[config.mk]
export PLATFORM = sky130hd
export DESIGN_NAME = tfa_rule_store
export DESIGN_NICKNAME = d
export VERILOG_FILES = /design/src/rtl/core/tfa_pkg.sv /design/src/rtl/core/tfa_rule_store.sv
export SDC_FILE = /design/constraint.sdc
export NUM_CORES = 1
export LEC_CHECK = 0
export BUFFER_PORTS_ARGS = -buffer_cell sky130_fd_sc_hd__buf_2
export CAP_MARGIN = 10
export CORE_ASPECT_RATIO = 1.2
export CORE_UTILIZATION = 47
export CTS_CLUSTER_DIAMETER = 50
export DETAILED_ROUTE_END_ITERATION = 6
export PLACE_DENSITY = 0.66
export SETUP_SLACK_MARGIN = 0.4
export SYNTH_ARGS = -nofsm -noshare
export SYNTH_HDL_FRONTEND = slang
export SYNTH_SLANG_ARGS = --single-unit
[constraint.sdc]
create_clock -name i_clk -period 26.5 [get_ports i_clk]
set_clock_uncertainty 0.15 [all_clocks]
set_input_delay 2.65 -clock i_clk [delete_from_list [all_inputs] [get_ports i_clk]]
set_output_delay 2.65 -clock i_clk [all_outputs]
set_load 0.01 [all_outputs]
[src/rtl/core/tfa_pkg.sv]
// ----------------------------------------------------------------------------
// tfa_pkg
// Shared types and constants of the topic filter threshold alarm block.
// ----------------------------------------------------------------------------
package tfa_pkg;

    // default sizes
    localparam int RULES_DEF      = 16;
    localparam int FILTER_LEN_DEF = 64;
    localparam int MAX_ALARMS     = 16;

    // filter characters with a special meaning
    localparam logic [7:0] CH_MULTI  = 8'h23;
    localparam logic [7:0] CH_SINGLE = 8'h2B;
    localparam logic [7:0] CH_SEP    = 8'h2F;

    // operation codes
    localparam logic [1:0] OP_FILTER = 2'd0;
    localparam logic [1:0] OP_LIMITS = 2'd1;
    localparam logic [1:0] OP_TOPIC  = 2'd2;
    localparam logic [1:0] OP_END    = 2'd3;

    // match status codes
    localparam logic [1:0] ST_ACTIVE  = 2'd0;
    localparam logic [1:0] ST_MATCHED = 2'd1;
    localparam logic [1:0] ST_FAILED  = 2'd2;

    // default limits, plus and minus 999999 in Q31.16
    localparam logic signed [47:0] BOUND_HI = 48'sh000F423F0000;
    localparam logic signed [47:0] BOUND_LO = 48'shFFF0BDC10000;
    localparam logic [1:0]         SEV_DEF  = 2'd1;

    typedef struct packed {
        logic [1:0]         operation;
        logic [3:0]         rule_index;
        logic [5:0]         char_pos;
        logic [7:0]         char_value;
        logic signed [47:0] low_limit;
        logic signed [47:0] high_limit;
        logic [1:0]         alarm_level;
        logic signed [47:0] sample_value;
        logic               is_telemetry;
    } t_in_item;

    typedef struct packed {
        logic [3:0]         alarm_rule;
        logic [1:0]         alarm_severity;
        logic signed [47:0] alarm_value;
        logic [31:0]        alarm_number;
        logic               last_alarm;
    } t_out_item;

    typedef struct packed {
        logic signed [47:0] low;
        logic signed [47:0] high;
        logic [1:0]         sev;
    } t_rule;

endpackage

[src/rtl/core/tfa_rule_store.sv]
// ----------------------------------------------------------------------------
// tfa_rule_store
// Limits and severity per rule; a rule never written reads the defaults.
// ----------------------------------------------------------------------------
module tfa_rule_store #(
    parameter int RULES = 16,
    parameter int RW    = 4
) (
    input  logic           i_clk,
    input  logic           i_rst_n,
    input  logic           i_we,
    input  logic [RW-1:0]  i_waddr,
    input  tfa_pkg::t_rule i_wdata,
    input  logic [RW-1:0]  i_raddr,
    output tfa_pkg::t_rule o_rdata
);
    import tfa_pkg::*;

    t_rule            r_mem [RULES];
    t_rule            r_rdata;
    logic             r_rd_valid;
    logic [RULES-1:0] r_valid;

    // written flags
    always_ff @(posedge i_clk) begin
        if (!i_rst_n) begin
            r_valid    <= '0;
            r_rd_valid <= 1'b0;
        end else begin
            if (i_we) begin
                r_valid[i_waddr] <= 1'b1;
            end
            r_rd_valid <= r_valid[i_raddr];
        end
    end

    // storage
    always_ff @(posedge i_clk) begin
        if (i_we) begin
            r_mem[i_waddr] <= i_wdata;
        end
        r_rdata <= r_mem[i_raddr];
    end

    assign o_rdata = r_rd_valid ? r_rdata : t_rule'{BOUND_LO, BOUND_HI, SEV_DEF};

endmodule

=== After elaboration in Yosys (flattened, before gate mapping) ===
Memory sizes are Yosys's and may differ from the RTL's. A register that Yosys moved wholly into a read port is not among the register bits.
Index checks and enable logic that the tools add are counted.

* Magnitude comparators: 3
* Muxes and demuxes: 7
* Bitwise gates (word level): 1
* Reduce and logical (&&, ||, !) cells: 1

{| class="wikitable"
|+ Operator list
! cell !! count
|-
| 98-bit 2-to-1 mux || 1
|-
| 16-bit bitwise OR || 1
|-
| 4-bit by 5-bit < comparator with 1-bit output (second input constant) || 2
|-
| 1-bit binary-select mux with 4-bit select || 1
|-
| 1-bit demux with 4-bit select || 1
|-
| 4-bit by 1-bit greater-or-equal comparator with 1-bit output (second input constant) || 1
|-
| 1-bit 2-to-1 mux || 4
|-
| 1-bit logical AND || 1
|}

* Register bits after elaboration: 17
* Memory bits (writable): 1568
* Input bits: 109
* Output and inout port bits: 98
* Logic and storage cells: 15
* Memories: 1

{| class="wikitable"
|+ Memories
! name !! depth !! width !! read ports !! clocked after Yosys merged registers in !! write ports !! RTL line !! source
|-
| r_mem || 16 || 98 || 1 || 1 || 1 || tfa_rule_store.sv:19 || <nowiki>t_rule r_mem [RULES];</nowiki>
|}

=== Longest topological paths before layout ===
* Depth in word-level cells: 5
* Depth in mapped cells: 7
* Gate-level depth less buffers: 4

=== Worst setup path after synthesis ===
No wires, ideal clock.

* Path kind: in2reg
* From: in i_waddr[2]
* To: mem r_mem[0][0] (netlist bit) (enable)
* Library setup time: 0.679 ns
* Data arrival time: 9.769 ns
* Data required time: 25.671 ns
* Path slack: 15.903 ns
* Stages: 2
* Path buffers: 0
* Cell sequence: or3b_1 > nor3_1

{| class="wikitable"
|+ RTL lines
! item !! RTL line !! source
|-
| start, declared || tfa_rule_store.sv:12 || <nowiki>input logic [RW-1:0] i_waddr,</nowiki>
|-
| end, declared || tfa_rule_store.sv:19 ||
|}

No word-level cell before the write port.

==> out/metrics.csv <==
stage,metric,value,unit
status,status,completed,
worst_setup_path,reg2reg_slack,24890,ps
power_and_ir_drop,vdd_drop_max,50.4,uV
clock_tree,clockBufferDepth,3,
cells_and_area,post-route-util,0.538,
synthesis,ys_types,23,
floorplan,die_y,399,um
timing,rsz0062_at_grt,false,
floorplan,initial_utilization,0.474,
power_and_ir_drop,leakage,22.5,nW
timing,period_minus_slack,6440,ps
global_route,grt_pass1_vias,29800,
synthesis,syn-cell-area,0.0618,mm^2
worst_setup_path,reg2reg_to,r_rdata[50]$_DFF_P_,
worst_setup_path,start_kind,input pin,
clock_tree,clkSlewWorstSetupHoldPaths,60,ps
cells_and_area,layout.nets,3050,
detailed_routing,viasPerCell,5.98,
placed_design,hpwl,67600,um
timing,worstMarginPinSlew,1230,ps
clock_tree,ctsResizeCount,0,
worst_setup_path,cp.arrival,6930,ps
timing,max_slew_margin,0.177,
worst_setup_path,cp-endpoint,r_rdata[14]$_DFF_P_,
worst_setup_path,slowest_delay,930,ps
floorplan,ioPinCount,207,
worst_setup_path,worst-setup-path-type,in2reg,
synthesis,synth-seq-cells,1683,
detailed_routing,route.met2.wl,69200,um
global_route,grtUsageTotal,0.212,
detailed_routing,drt_pass1_iterations,5,
detailed_routing,vias,28600,
synthesis,synth.avg_cell_area,23.1,um^2
min_path,holdCritPathClass,reg2reg,
clock_tree,clock-sinks,1683,
worst_setup_path,cpLargestDelayFamily,buffers and inverters,
worst_setup_path,crit_path_start,i_raddr[0],
detailed_routing,route.detailed.drc,0,
flow_run,max-cap-violations,0,
worst_setup_path,rr_worst_depth,3,
worst_setup_path,required,26990,ps
min_path,hp-start,r_valid[11]$_SDFFE_PN0P_,
placed_design,place.gp.congestion,0.722,
detailed_routing,wl_met1,56900,um
clock_tree,clk_latency,770,ps
cells_and_area,num-fill-cells,9676,
worst_setup_path,worstReg2RegStart,r_mem[10][50]$_DFFE_PP_,
timing,fin_setup_tns,0,ps
clock_tree,cts-root-buf,clkbuf_16,
worst_setup_path,crit_path_end_kind,flop,
detailed_routing,routed.top_layer,met5,
clock_tree,numCtsBuffers,159,
global_route,grt_pass1_wl,202000,um
worst_setup_path,cp.depth,7,
global_route,grt-ovfl-total,0,
detailed_routing,postRouteAntennaNets,0,
detailed_routing,post_drt_wl_per_cell,29.2,um
global_route,antenna_found_initial,45,
floorplan,die_area,0.133,mm^2
detailed_routing,drt_iter0_markers,2531,
worst_setup_path,path_buf_inv,4,
worst_setup_path,path_cells,"buf_8, buf_4, buf_4, buf_4, mux4_2, a22oi_1, nand2_1",
power_and_ir_drop,p_per_area,78.6,mW/mm^2
timing,hold_viol_final,0,
floorplan,rows,145,
cells_and_area,drive_gt1_frac,0.296,
detailed_routing,routed_wl,140000,um
clock_tree,hold_buffers,0,
worst_setup_path,path_common_cell,buf_4,
synthesis,ys_seq_area_frac,0.799,
timing,clock.fmax,155,MHz
floorplan,core_area,0.130,mm^2
synthesis,synth.net_count,2779,
worst_setup_path,cp_slowest_cell,buf_4,
floorplan,die_w,333,um
clock_tree,cts_setup_buffers,0,
timing,setup_viol_count_final,0,
global_route,grt_max_degree,109,
synthesis,yosys_warnings,0,
placed_design,port_buffers,206,
synthesis,syn_inst,2670,
cells_and_area,syn2layout_area_growth,13.5,%
timing,post-route-period-util,0.243,
worst_setup_path,path_max_fanout,84,
timing,finalMaxSlewViolations,0,
clock_tree,htreeDepth,4,
clock_tree,tritoncts,built,
detailed_routing,route.met3.wl,10300,um
-- layer usage --
| layer | global-route usage | up-vias |
|---|---|---|
| li1 | - | 11800 |
| met1 | 0.287 | 15300 |
| met2 | 0.347 | 1117 |
| met3 | 0.0484 | 236 |
| met4 | 0.0558 | 40 |
| met5 | 0 | - |
-- stage by stage --
stage	hold slack [ps]	area, um^2	instances	power [W]	setup WS (ps)
floorplan	285	61800	2670	0.00320	15900
global placement	294	64800	4470	0.00329	19140
detailed placement	304	64800	4470	0.00330	19030
CTS	318	70100	4765	0.00555	19880
global route	329	70100	4770	0.00566	19540
finish	315	70100	4776	0.00551	20060
-- cell usage in the layout, fill, tap and decap left out, drive strengths merged, types with 11 or more instances in the layout --
cell / n
edfxtp: 1568
mux4: 394
buf: 254
clkbuf: 217
a22oi: 196
dfxtp: 115
nand2: 102
and2: 65
clkinv: 52
nand2b: 37
o21a: 16
nor2: 13
diode: 11
bufinv: 11
-- power by group --
part	internal (W)	switching [W]	total (W)
logic	0.0000990	0.000147	0.000246
registers	0.00297	0.0000213	0.00299
clock network	0.00131	0.000956	0.00227
-- how the worst min path moves through the flow --
stage	cells past startpoint	endpoint
final	1	r_valid[11]$_SDFFE_PN0P_
after CTS	1	r_valid[11]$_SDFFE_PN0P_
after global placement	1	r_valid[0]$_SDFFE_PN0P_
after global routing	1	r_valid[8]$_SDFFE_PN0P_
after floorplan	1	r_valid[12]$_SDFFE_PN0P_
after detailed placement	1	r_valid[11]$_SDFFE_PN0P_
-- registers in the layout, indices dropped and copies added, names as in the netlist --
signal / cells
r_rd_valid: 1
r_mem: 1568
r_rdata: 98
r_valid: 16
-- cell families (layout without fill, tap and decap cells) --
| kind of cell | count (synthesis) | in the layout | synth area share |
|---|---|---|---|
| DFF | 1683 | 1683 | 0.799 |
| buffers and inverters | 144 | 549 | 0.0116 |
| and+or+nand+nor | 230 | 230 | 0.0186 |
| AOI/OAI and AO/OA | 215 | 215 | 0.0261 |
| other | 0 | 11 | 0 |
| muxes | 398 | 398 | 0.144 |
-- synth_stat cells, drive strengths merged --
cell type	count	area (um^2)
nand2	102	383
mux2i	4	40.0
or3b	1	8.76
dfxtp	115	2300
nor2	13	51.3
mux4	394	8870
a22oi	196	1470
nand3	3	15.0
and2	65	407
o21a	16	120
nand3b	2	15.0
edfxtp	1568	47100
nand2b	37	231
o211ai	2	15.0
nor2b	3	18.8
nor3	4	20.0
o22ai	1	6.26
buf	87	505
clkbuf	57	214
-- worst register-to-register path: stages (launching register included) --
cell	delay (ps)
edfxtp_1	370
mux4_2	470
a22oi_1	350
nand2_1	140
-- cell type report --
| type | count | area [um^2] | area share |
|---|---|---|---|
| Antenna cell | 11 | 27.5 | 0.000393 |
| Timing Repair Buffer | 254 | 1470 | 0.0210 |
| Tap cell | 1690 | 2110 | 0.0302 |
| Multi-Input combinational cell | 843 | 11800 | 0.168 |
| Clock inverter | 78 | 753 | 0.0107 |
| Clock buffer | 217 | 4540 | 0.0647 |
| Sequential cell | 1683 | 49400 | 0.704 |
Power figures use the tool's default switching activity.
