File: config.mk
export PLATFORM = sky130hd
export DESIGN_NAME = tfa_cursor_store
export DESIGN_NICKNAME = d
export VERILOG_FILES = /design/src/rtl/core/tfa_cursor_store.sv
export SDC_FILE = /design/constraint.sdc
export NUM_CORES = 1
export LEC_CHECK = 0
export ABC_AREA = 1
export BUFFER_PORTS_ARGS = -buffer_cell sky130_fd_sc_hd__buf_2
export CAP_MARGIN = 10
export CORE_AREA = 2 2 132 134
export CTS_CLUSTER_SIZE = 28
export DETAILED_ROUTE_END_ITERATION = 10
export DIE_AREA = 0 0 134 136
export SYNTH_ARGS = -nofsm -noshare
export SYNTH_HDL_FRONTEND = slang
export SYNTH_SLANG_ARGS = --single-unit
File: constraint.sdc
create_clock -name i_clk -period 3.1 [get_ports i_clk]
set_input_delay 0.62 -clock i_clk [delete_from_list [all_inputs] [get_ports i_clk]]
set_output_delay 0.62 -clock i_clk [all_outputs]
set_load 0.1 [all_outputs]
File: src/rtl/core/tfa_cursor_store.sv
// ----------------------------------------------------------------------------
// tfa_cursor_store
// Match cursor, skip flag and status per rule; cleared at once by
// dropping the valid flags, an invalid entry reads as zero.
// ----------------------------------------------------------------------------
module tfa_cursor_store #(
    parameter int RULES = 16,
    parameter int RW    = 4,
    parameter int DW    = 10
) (
    input  logic          i_clk,
    input  logic          i_rst_n,
    input  logic          i_clr,
    input  logic          i_we,
    input  logic [RW-1:0] i_waddr,
    input  logic [DW-1:0] i_wdata,
    input  logic [RW-1:0] i_raddr,
    output logic [DW-1:0] o_rdata
);

    logic [DW-1:0]    r_mem [RULES];
    logic [DW-1:0]    r_rdata;
    logic             r_rd_valid;
    logic [RULES-1:0] r_valid;

    // valid flags
    always_ff @(posedge i_clk) begin
        if (!i_rst_n) begin
            r_valid    <= '0;
            r_rd_valid <= 1'b0;
        end else begin
            if (i_clr) begin
                r_valid <= '0;
            end else if (i_we) begin
                r_valid[i_waddr] <= 1'b1;
            end
            r_rd_valid <= r_valid[i_raddr] && !i_clr;
        end
    end

    // storage
    always_ff @(posedge i_clk) begin
        if (i_we) begin
            r_mem[i_waddr] <= i_wdata;
        end
        r_rdata <= r_mem[i_raddr];
    end

    assign o_rdata = r_rd_valid ? r_rdata : '0;

endmodule

; ---- Word level (Yosys, flattened, before mapping)
; Memory sizes are Yosys's and may differ from the RTL's. A register that Yosys moved wholly into a read port is not among the register bits.
; Index checks and enable logic that the tools add are counted.
[op_classes]
muxes = 7
order_cmp = 3
reduce_logical = 4
n_bitwise = 2
[op_table]
columns = cell, count
row1 = 16-bit OR, 1
row2 = 4-bit by 5-bit < comparator with 1-bit output (second input constant), 2
row3 = 10-bit 2-to-1 mux, 1
row4 = 1-bit binary-select mux with 4-bit select, 1
row5 = 1-bit demux with 4-bit select, 1
row6 = 4-bit by 1-bit >= comparator with 1-bit output (second input constant), 1
row7 = 1-bit 2-to-1 mux, 4
row8 = 1-bit logical AND, 2
row9 = 2-bit OR reduction, 1
row10 = 1-bit logical NOT, 1
row11 = 1-bit NOT, 1
[word_totals]
n_memories = 1
inputBits = 22
mem_bits_rw = 160
word_cells = 19
ff_bits = 17
[memory_table]
columns = memory, words, width, read_ports, rd_clocked_by_memory_dff, write_ports, line
row1 = r_mem, 16, 10, 1, 1, 1, 21  ; logic [DW-1:0] r_mem [RULES];

; ---- Longest topological paths before layout
; Gate-level depths: netlist of the first run.
[logic_depth]
depth_word = 5
ltp_mapped = 9
mapped_depth_nobuf = 7

; ---- Worst setup path before layout of the first run
; OpenSTA, ideal clock, no wires.
[synth_path]
path_kind = input -> register
start = in i_we
end = mem r_mem[10][0], enable pin
setup_slack_ns = 1.249
t_arrival_ns = 1.473
setup_time_ns = 0.378
path_stages = 4
cell_sequence = inv_1 nor3_1 inv_1 nor2_1
[synth_via]
elab_chain_cells = 2
[synth_lines]
columns = element, line
row1 = "start, declared", 14  ; input logic i_we,
row2 = 1-bit 2-to-1 mux, 43  ; if (i_we) begin
row3 = 1-bit 2-to-1 mux (implied by the code), 44  ; r_mem[i_waddr] <= i_wdata;
row4 = "end, declared", 21
; Every way passes these cells.

; ---- Final worst setup path of the first run
[layout_path]
start = reg r_rd_valid
end = out o_rdata[3]
[layout_via]
elab_chain_cells = 1
[layout_lines]
columns = element, line
row1 = "start, declared", 23  ; logic r_rd_valid;
row2 = "start signal, assigned", 37  ; r_rd_valid <= r_valid[i_raddr] && !i_clr;
row3 = 10-bit 2-to-1 mux, 49  ; assign o_rdata = r_rd_valid ? r_rdata : '0;
row4 = "end, declared", 18  ; output logic [DW-1:0] o_rdata
; Every way passes these cells.

==> run metrics, run 1 <==
kind of critical path reg2out; Setup WS pre-CTS about 0.95 ns; Power Density 637 nW/µm²; Mapped Area ~7500 µm²; Max Cap Viol 0; largest net degree at the start of global routing between 80 and 90; Clock Latency Late Sink between 0.4 and 0.5 ns; H-Tree Depth 4; delay of the slowest cell on the worst path between 0.6 and 0.7 ns; CTS Root Cell clkbuf_16; fin worst setup slack around 0.73 ns; Max Clock Freq between 0.4 and 0.5 GHz; Startpoint Class flop; reg2reg setup slack roughly 2.0 ns; CTS Buf Count 17; post-route ant nets 0; part of the power in combinational logic under 10%; #FFs+latches synth 187; syn_area_per_cell 11.9 µm²; Hold Path Class reg2reg; Starting Density ~44%; Placed Cells between 800 and 900; CP arrival ~1.8 ns; Synth Net Count 650; Ant. Diodes 0; Peak supply drop just under 400 µV; Non-Filler Instances 898; clock-pin slew on the worst setup and hold paths 0.07 ns; Worst Path Max Fanout 10; outcome complete, no violations; Setup TNS Final 0 ns; CTS Sinks about 190; Detailed Routing Iterations Pass 1 5; I/O pins 32; sequential element share of the synthesized area 71.5%; HPWL Detailed between 9000 and 10000 µm; fillcell total about 1500; post-cts resize count 0; Setup crit end kind output pin; count of cell types in the netlist 21; Hold Vio Cnt, Final 0; drt wl/cell 18.7 µm; CTS tree yes; post-synthesis async set-or-reset flop share 0%; Overall Global Routing Usage between 10% and 20%; layout cell share with drive strength beyond 1 about 15%; Psw 1.17 mW; Clock Skews approximately 0.005 ns; leakage roughly 3.0 nW; area growth from synthesis to layout 13.2%; CTS max path bufs 2; CP required between 2 and 2.5 ns; die footprint approximately 18000 µm²; Die Width 134 µm; Multi-input gate area 1700 µm²; sequential share of power 52.0%; Pint roughly 4.2 mW; crit-path cells nand2_1 -> inv_1 -> buf_2; Final Setup Violations 0; final WL approximately 17000 µm; initial antenna violation count 0; Synth Warn # 0; via count 4796; Main synth FF type edfxtp_1; GRT Residual Overflow 0; Register Area between 5000 and 6000 µm²; # rows 48; Worst Max-Slew Pin Slew ~1.0 ns; switch share a little over a fifth; Core ar. around 17000 µm²; hold buffers post-CTS 0; global-route wire length before repair approximately 26000 µm; Critical-path top delay cell dfxtp_1; vias in the first global route roughly 4500; Slew Viols, Final 0; slew margin rel. between 30% and 40%; Post-synth EDFFs 160; cells after synthesis 628; DRC 0; die extent in y between 100 and 150 µm; number of port buffers 31; setup bufs post-CTS 0; Tcrit/Tclk final between 70% and 80%; Nets 682; RSZ-0062 raised after global routing false; routability cong. ~0.76; vias per inst roughly 5.3; crit path time final roughly 2.4 ns; First DRT Iteration DRCs 438; Clock power frac 42.0%
[area by class of cell]
cell class | instances | share of cell area [%]
flip-flops and latches | 187 | 63.1
multi-input cells | 350 | 20.1
clock buffers | 18 | 5.07
repair buffers | 49 | 3.61
well taps | 225 | 3.33
inverters | 55 | 2.47
clock inverters | 14 | 2.29
[flip-flops by register name, summed over array words and instances (netlist names)]
| name | count |
|---|---|
| r_mem | 160 |
| r_valid | 16 |
| r_rd_valid | 1 |
| r_rdata | 10 |
[cells by family (layout without fill, tap and decap cells)]
family,after synthesis,after routing,share of synthesized area (%)
AOI/OAI and AO/OA,143,143,11.8
buffers and inverters,91,136,5.77
DFF,187,187,71.5
and+or+nand+nor,207,207,11.0
[worst paths after layout]
path	startpoint	endpoint	depth (start not counted)
max	r_rd_valid	o_rdata[3]	3
min	r_valid[3]	r_valid[3]	2
max reg2reg	r_mem[2][2]	r_rdata[2]	6
min reg2reg	r_valid[3]	r_valid[3]	2
[synth_stat cells, types with 2 or more instances]
cell type | instances | area share, %
edfxtp_1 | 160 | 64
clkbuf_1 | 11 | 0.55
buf_6 | 5 | 0.75
buf_4 | 2 | 0.20
dfxtp_1 | 27 | 7.2
a21oi_1 | 5 | 0.33
nor3_1 | 2 | 0.13
inv_1 | 53 | 2.7
nand2_1 | 44 | 2.2
nor2_1 | 128 | 6.4
o21ai_0 | 60 | 4.0
o211ai_1 | 40 | 4.0
buf_2 | 13 | 0.87
a21oi_2 | 17 | 2.0
nand3_1 | 32 | 2.1
o21ai_1 | 21 | 1.4
clkbuf_2 | 3 | 0.20
buf_8 | 2 | 0.40
[routing by layer]
metal | wire (µm) | vias to the layer above | GRT usage [%]
met3 | 1050 | 23 | 4.66
met4 | 253 | 0 | 6.50
met5 | 0 | - | 0
met1 | 7420 | 2350 | 25.4
met2 | 8060 | 166 | 32.0
li1 | - | 2257 | -
[worst max-delay path: cells and delay by family, from the launching register on]
| family | cells | cell delay [ns] |
|---|---|---|
| buffers and inverters | 2 | 0.50 |
| DFF | 1 | 0.66 |
| and+or+nand+nor | 1 | 0.16 |
[stage by stage]
| stage | instance area [µm²] | hold WS, ns | power (mW) | util (%) |
|---|---|---|---|---|
| global placement | 7840 | 0.445 | 3.18 | 46.5 |
| finish | 8470 | 0.465 | 5.40 | 50.2 |
| CTS | 8470 | 0.465 | 5.42 | 50.2 |
| floorplan | 7480 | 0.431 | 3.07 | - |
| global route | 8470 | 0.494 | 5.56 | 50.2 |
| detailed placement | 7840 | 0.455 | 3.18 | 46.5 |
[cell usage in the layout, fill, tap and decap left out]
cell,synthesis,final
a21oi_1,5,5
a21oi_2,17,17
buf_12,0,1
buf_2,13,30
buf_4,2,18
bufinv_16,0,4
clkbuf_1,11,1
clkbuf_16,0,17
clkinv_1,0,1
clkinv_2,0,1
clkinv_4,0,2
clkinvlp_4,0,4
dfxtp_1,27,27
edfxtp_1,160,160
inv_1,53,53
inv_2,1,1
inv_4,1,1
inv_6,0,2
nand2_1,44,44
nand2_2,1,1
nand3_1,32,32
nor2_1,128,128
nor3_1,2,2
o211ai_1,40,40
o21ai_0,60,60
o21ai_1,21,21
[power by group through the flow]
stage	Sequential, mW	Combinational, mW	Clock (mW)
after floorplan	2.85	0.218	0
after global placement	2.86	0.316	0
after detailed placement	2.86	0.322	0
after CTS	2.81	0.324	2.29
after global routing	2.81	0.358	2.39
final	2.81	0.322	2.27
No activity file was read; power rests on OpenSTA's default activity.
==> run 2, diff against run 1 <==
==> constraint.sdc (replaced) <==
create_clock -name i_clk -period 2 [get_ports i_clk]
set_input_delay 0.4 -clock i_clk [delete_from_list [all_inputs] [get_ports i_clk]]
set_output_delay 0.4 -clock i_clk [all_outputs]
set_load 0.1 [all_outputs]
==> run 2 against run 1 <==
Clock skew is 0.0041 ns higher. Combinational power is 63% higher. Clock power is 46% higher. Sequential power is 55% higher. Non-clock buffer count is 12 higher. Count of clock-buffer cells in the layout stayed put. Final cell count is 1.3% higher. Routed wire length is 0.90% higher. Die area stayed put. Total power is 52% higher. Largest cell class unchanged. Highest routed layer unchanged.
==> run metrics, run 2 (synthesized netlist as in run 1, its figures left out) <==
crit-path cells nand2_1 -> inv_1 -> buf_2; CTS Root Cell clkbuf_16; delay of the slowest cell on the worst path approximately 0.48 ns; vias per inst about 5.3; CTS Buf Count 17; Detailed Routing Iterations Pass 1 5; DRC 0; global-route wire length before repair ~26000 µm; number of port buffers 31; Clock Skews between 0.009 and 0.01 ns; Worst Path Max Fanout 10; Ant. Diodes 0; Non-Filler Instances between 900 and 1000; slew margin rel. between 60% and 70%; Pint ~6.4 mW; Peak supply drop approximately 660 µV; Max Clock Freq between 0.5 and 0.6 GHz; clock-pin slew on the worst setup and hold paths 0.07 ns; sequential share of power a little over half; post-route ant nets 0; part of the power in combinational logic under 10%; H-Tree Depth 4; Hold Path Class in2reg; Biggest register r_mem; layout cell share with drive strength beyond 1 16.4%; CTS max path bufs 2; leakage between 3 and 4 nW; vias in the first global route roughly 4700; WHS Endpoint r_rd_valid; CTS Sinks ~190; outcome complete, no violations; Critical-path top delay cell dfxtp_2; I/O pins 32; die extent in y roughly 140 µm; Slew Viols, Final 0; drt wl/cell about 19 µm; routability cong. approximately 0.8; Nets 694; Hold Path Depth 4; Startpoint Class flop; FF-to-FF End r_rdata[2]; CP required roughly 1.6 ns; initial antenna violation count 0; reg2reg setup slack slightly below 0.9 ns; Tcrit/Tclk final 94.8%; Clock power frac 40.5%; Worst Max-Slew Pin Slew 0.519 ns; Overall Global Routing Usage 19.6%; RSZ-0062 raised after global routing false; Setup TNS Final 0 ns; largest net degree at the start of global routing 78; switch share 21.6%; # rows 48; HPWL Detailed approximately 11000 µm; Power Density ~960 nW/µm²; Psw 1.77 mW; Die Width approximately 130 µm; Setup crit end kind output pin; final WL 16900 µm; Critical R2R Launch r_mem[5][2]; GRT Residual Overflow 0; Core ar. 16900 µm²; max reg flops 160; Max Cap Viol 0; commonest non-fill, non-tap cells in the layout edfxtp_1 (160), nor2_1 (128), o21ai_0 (60), inv_1 (53), nand2_1 (44); via count around 4800; Placed Cells 878; commonest non-fill, non-tap cell in the layout edfxtp_1; Clock Latency Late Sink roughly 0.43 ns; area growth from synthesis to layout 14.1%; die footprint approximately 18000 µm²; Largest regs r_mem (160), r_valid (16), r_rdata (10); Final Setup Violations 0; First DRT Iteration DRCs around 440; kind of critical path reg2out; hold path start i_clr; Hold Vio Cnt, Final 0; worst reg2reg path depth 6; Starting Density 44.3%; CP arrival 1.50 ns; crit path time final roughly 1.9 ns; CTS tree yes
## run 2: changes by cell type in the layout (fill, tap and decap cells not counted)
cell and delta:
clkinv_2 +6, buf_4 +11, buf_12 +1, buf_2 -2
clkinvlp_4 -3, dfxtp_1 -1, bufinv_16 -1, clkbuf_4 +2
inv_6 -2, dfxtp_2 +1
## run 2: worst max-delay path by stage
stage                    start      endpoint  slack (ns)  depth (start not counted)
CTS                 r_rd_valid    o_rdata[1]        0.04                          3
global route        r_rd_valid    o_rdata[0]        0.02                          3
detailed placement        i_we   r_mem[8][6]        0.24                          5
global placement          i_we   r_mem[8][6]        0.25                          5
finish              r_rd_valid    o_rdata[0]        0.10                          3
floorplan                 i_we  r_mem[10][0]        0.37                          4
## run 2: layout make-up
cell class                      instances  area [µm²]
Fill cell                            1483        8340
Sequential cell                       187        5350
Multi-Input combinational cell        350        1700
Clock buffer                           18         429
Timing Repair Buffer                   61         413
Tap cell                              225         282
Inverter                               55         209
Clock inverter                         14         154
## run 2: layer usage
layer / wire length [µm] / vias up / GRT usage, %
li1: - / 2279 / -
met3: 812 / 33 / 4.62
met2: 8160 / 141 / 31.8
met1: 7590 / 2342 / 25.9
met4: 376 / 0 / 6.97
met5: 0 / - / 0
## run 2: metrics by stage
stage / hold slack (ns) / cell area [µm²] / power [mW] / setup WS (ns) / utilization [%]
2_1_floorplan: 0.431 / 7480 / 4.76 / 0.369 / -
3_3_place_gp: 0.451 / 7950 / 4.95 / 0.245 / 47.1
3_5_place_dp: 0.457 / 7950 / 4.96 / 0.237 / 47.1
4_1_cts: 0.253 / 8530 / 8.23 / 0.0428 / 50.5
5_1_grt: 0.278 / 8530 / 8.45 / 0.0165 / 50.6
6_report: 0.253 / 8530 / 8.19 / 0.103 / 50.6
## run 2: timing repair
item / CTS / global route
setup buffers: 0 / 0
resized for setup: 1 / 2
gates cloned: 0 / 0
setup endpoints to repair: 10 / 2
hold buffers: 0 / 0
## run 2: worst max-delay path, delay by kind of cell (launching register included)
kind	cells	cell delay, ns
flip-flops	1	0.48
buffers and inverters	2	0.48
AND/OR/NAND/NOR	1	0.10
## run 2: power groups by stage
stage	Clock, mW	Combinational, mW	Sequential (mW)
floorplan	0	0.338	4.42
global placement	0	0.514	4.43
detailed placement	0	0.524	4.44
CTS	3.36	0.527	4.35
global route	3.51	0.580	4.36
finish	3.31	0.524	4.35
==> run 3, diff against run 2 <==
--- a/config.mk
+++ b/config.mk
@@ -12,6 +12,8 @@
 export CTS_CLUSTER_SIZE = 28
 export DETAILED_ROUTE_END_ITERATION = 10
 export DIE_AREA = 0 0 134 136
+export HOLD_SLACK_MARGIN = 0.12
+export RECOVER_POWER = 25
 export SYNTH_ARGS = -nofsm -noshare
 export SYNTH_HDL_FRONTEND = slang
 export SYNTH_SLANG_ARGS = --single-unit
==> run 3 against run 2 <==
Register-to-register slack hardly changed. Sequential share of layout area is 0.064 points higher. Core utilization is 0.052 points lower. Non-clock buffer count stayed put. Setup slack better by 0.0034 ns. Largest cell class unchanged.
==> run metrics, run 3 (synthesized netlist as in run 1, its figures left out) <==
Nets 694; # rows between 40 and 50; slew margin rel. 50.3%; CTS Buf Count 17; Final Setup Violations 0; Setup TNS Final 0 ns; Setup crit end kind output pin; initial antenna violation count 0; post-route ant nets 0; Tcrit/Tclk final ~95%; Hold Path Class in2reg; WHS Endpoint r_rd_valid; CTS Sinks between 150 and 200; hold buffers post-CTS 0; CTS max path bufs 2; DRC 0; cell area after layout between 8000 and 9000 µm²; layout cell share with drive strength beyond 1 15.3%; Hold Vio Cnt, Final 0; worst reg2reg path depth 6; vias per inst 5.28; area growth from synthesis to layout 14.0%; max reg flops 160; die extent in y about 140 µm; number of port buffers 31; CTS tree yes; Hold Path Depth 4; placed inst area a little under 8000 µm²; final WL about 17000 µm; commonest non-fill, non-tap cell in the layout edfxtp_1; vias in the first global route 4701; routability cong. ~0.8; Die Width 134 µm; Power Density 960 nW/µm²; fin worst setup slack approximately 0.11 ns; commonest non-fill, non-tap cells in the layout edfxtp_1 (160), nor2_1 (128), o21ai_0 (60), inv_1 (53), nand2_1 (44); kind of critical path reg2out; Hold WS 0.252 ns; Starting Density between 40% and 50%; Max Cap Viol 0; Max Clock Freq 0.528 GHz; Detailed Routing Iterations Pass 1 5; Clock Skews roughly 0.011 ns; GRT Residual Overflow 0; Worst Max-Slew Pin Slew approximately 0.75 ns; HPWL Detailed about 11000 µm; CTS Root Cell clkbuf_16; First DRT Iteration DRCs 455; Startpoint Class flop; Ant. Diodes 0; Critical R2R Launch r_mem[5][2]; largest net degree at the start of global routing 78; Clock Latency Late Sink around 0.43 ns; Core ar. about 17000 µm²; leakage about 3.1 nW; outcome complete, no violations; via count 4804; Biggest register r_mem; FF-to-FF End r_rdata[2]; reg2reg setup slack approximately 0.9 ns; H-Tree Depth 4; hold path start i_clr; clock-pin slew on the worst setup and hold paths 0.07 ns; Slew Viols, Final 0; I/O pins 32; Worst Path Max Fanout 10; crit path time final between 1.5 and 2 ns; global-route wire length before repair between 20000 and 30000 µm; Largest regs r_mem (160), r_valid (16), r_rdata (10); drt wl/cell between 15 and 20 µm; Overall Global Routing Usage about a fifth; Setup WS pre-CTS roughly 0.24 ns; Peak supply drop about 660 µV; RSZ-0062 raised after global routing false; die footprint 18200 µm²; CP required about 1.6 ns; CP arrival ~1.5 ns
[run 3: changes by cell type in the layout (fill, tap and decap cells not counted), sizes merged]
cell,before,now
buf,59,52
clkbuf,20,27
[run 3: how the worst max path moves through the flow]
| stage | startpoint | endpoint | slack (ns) | cells past startpoint |
|---|---|---|---|---|
| after global routing | r_rd_valid | o_rdata[0] | 0.02 | 3 |
| final | r_rd_valid | o_rdata[0] | 0.11 | 3 |
| after global placement | i_we | r_mem[8][6] | 0.25 | 5 |
| after floorplan | i_we | r_mem[10][0] | 0.37 | 4 |
| after CTS | r_rd_valid | o_rdata[1] | 0.04 | 3 |
| after detailed placement | i_we | r_mem[8][6] | 0.24 | 5 |
[run 3: area by class of cell]
class,instances,area (µm²)
Clock buffer,18,429
Clock inverter,14,154
Fill cell,1485,8350
Inverter,55,209
Multi-Input combinational cell,350,1700
Sequential cell,187,5350
Tap cell,225,282
Timing Repair Buffer,61,404
[run 3: what timing repair did]
item | CTS | global route
endpoints found under the setup margin | 10 | 2
buffers inserted | 0 | 0
resized for setup | 1 | 2
[run 3: critical path: stages, from the launching register on]
cell	delay (ns)
dfxtp_2	0.48
nand2_1	0.09
inv_1	0.06
buf_2	0.42
[run 3: per-stage QoR]
stage	cells	power (mW)	util, %
after global placement	878	4.95	47.1
after global routing	910	8.45	50.5
after detailed placement	878	4.96	47.1
after floorplan	628	4.76	-
after CTS	910	8.23	50.5
final	910	8.19	50.5
[run 3: routing by layer]
layer  GRT usage (%)  vias up  wire, µm  share of wire, %
met4            6.97        0       359               2.1
met2            31.8      151      8140                48
met1            25.9     2343      7460                44
met3            4.62       33       935               5.5
li1                -     2277         -                 -
met5               0        -         0                 0
[run 3: power breakdown]
group	internal, mW	switching, mW
Combinational	0.147	0.376
Clock	1.95	1.37
Sequential	4.32	0.0283
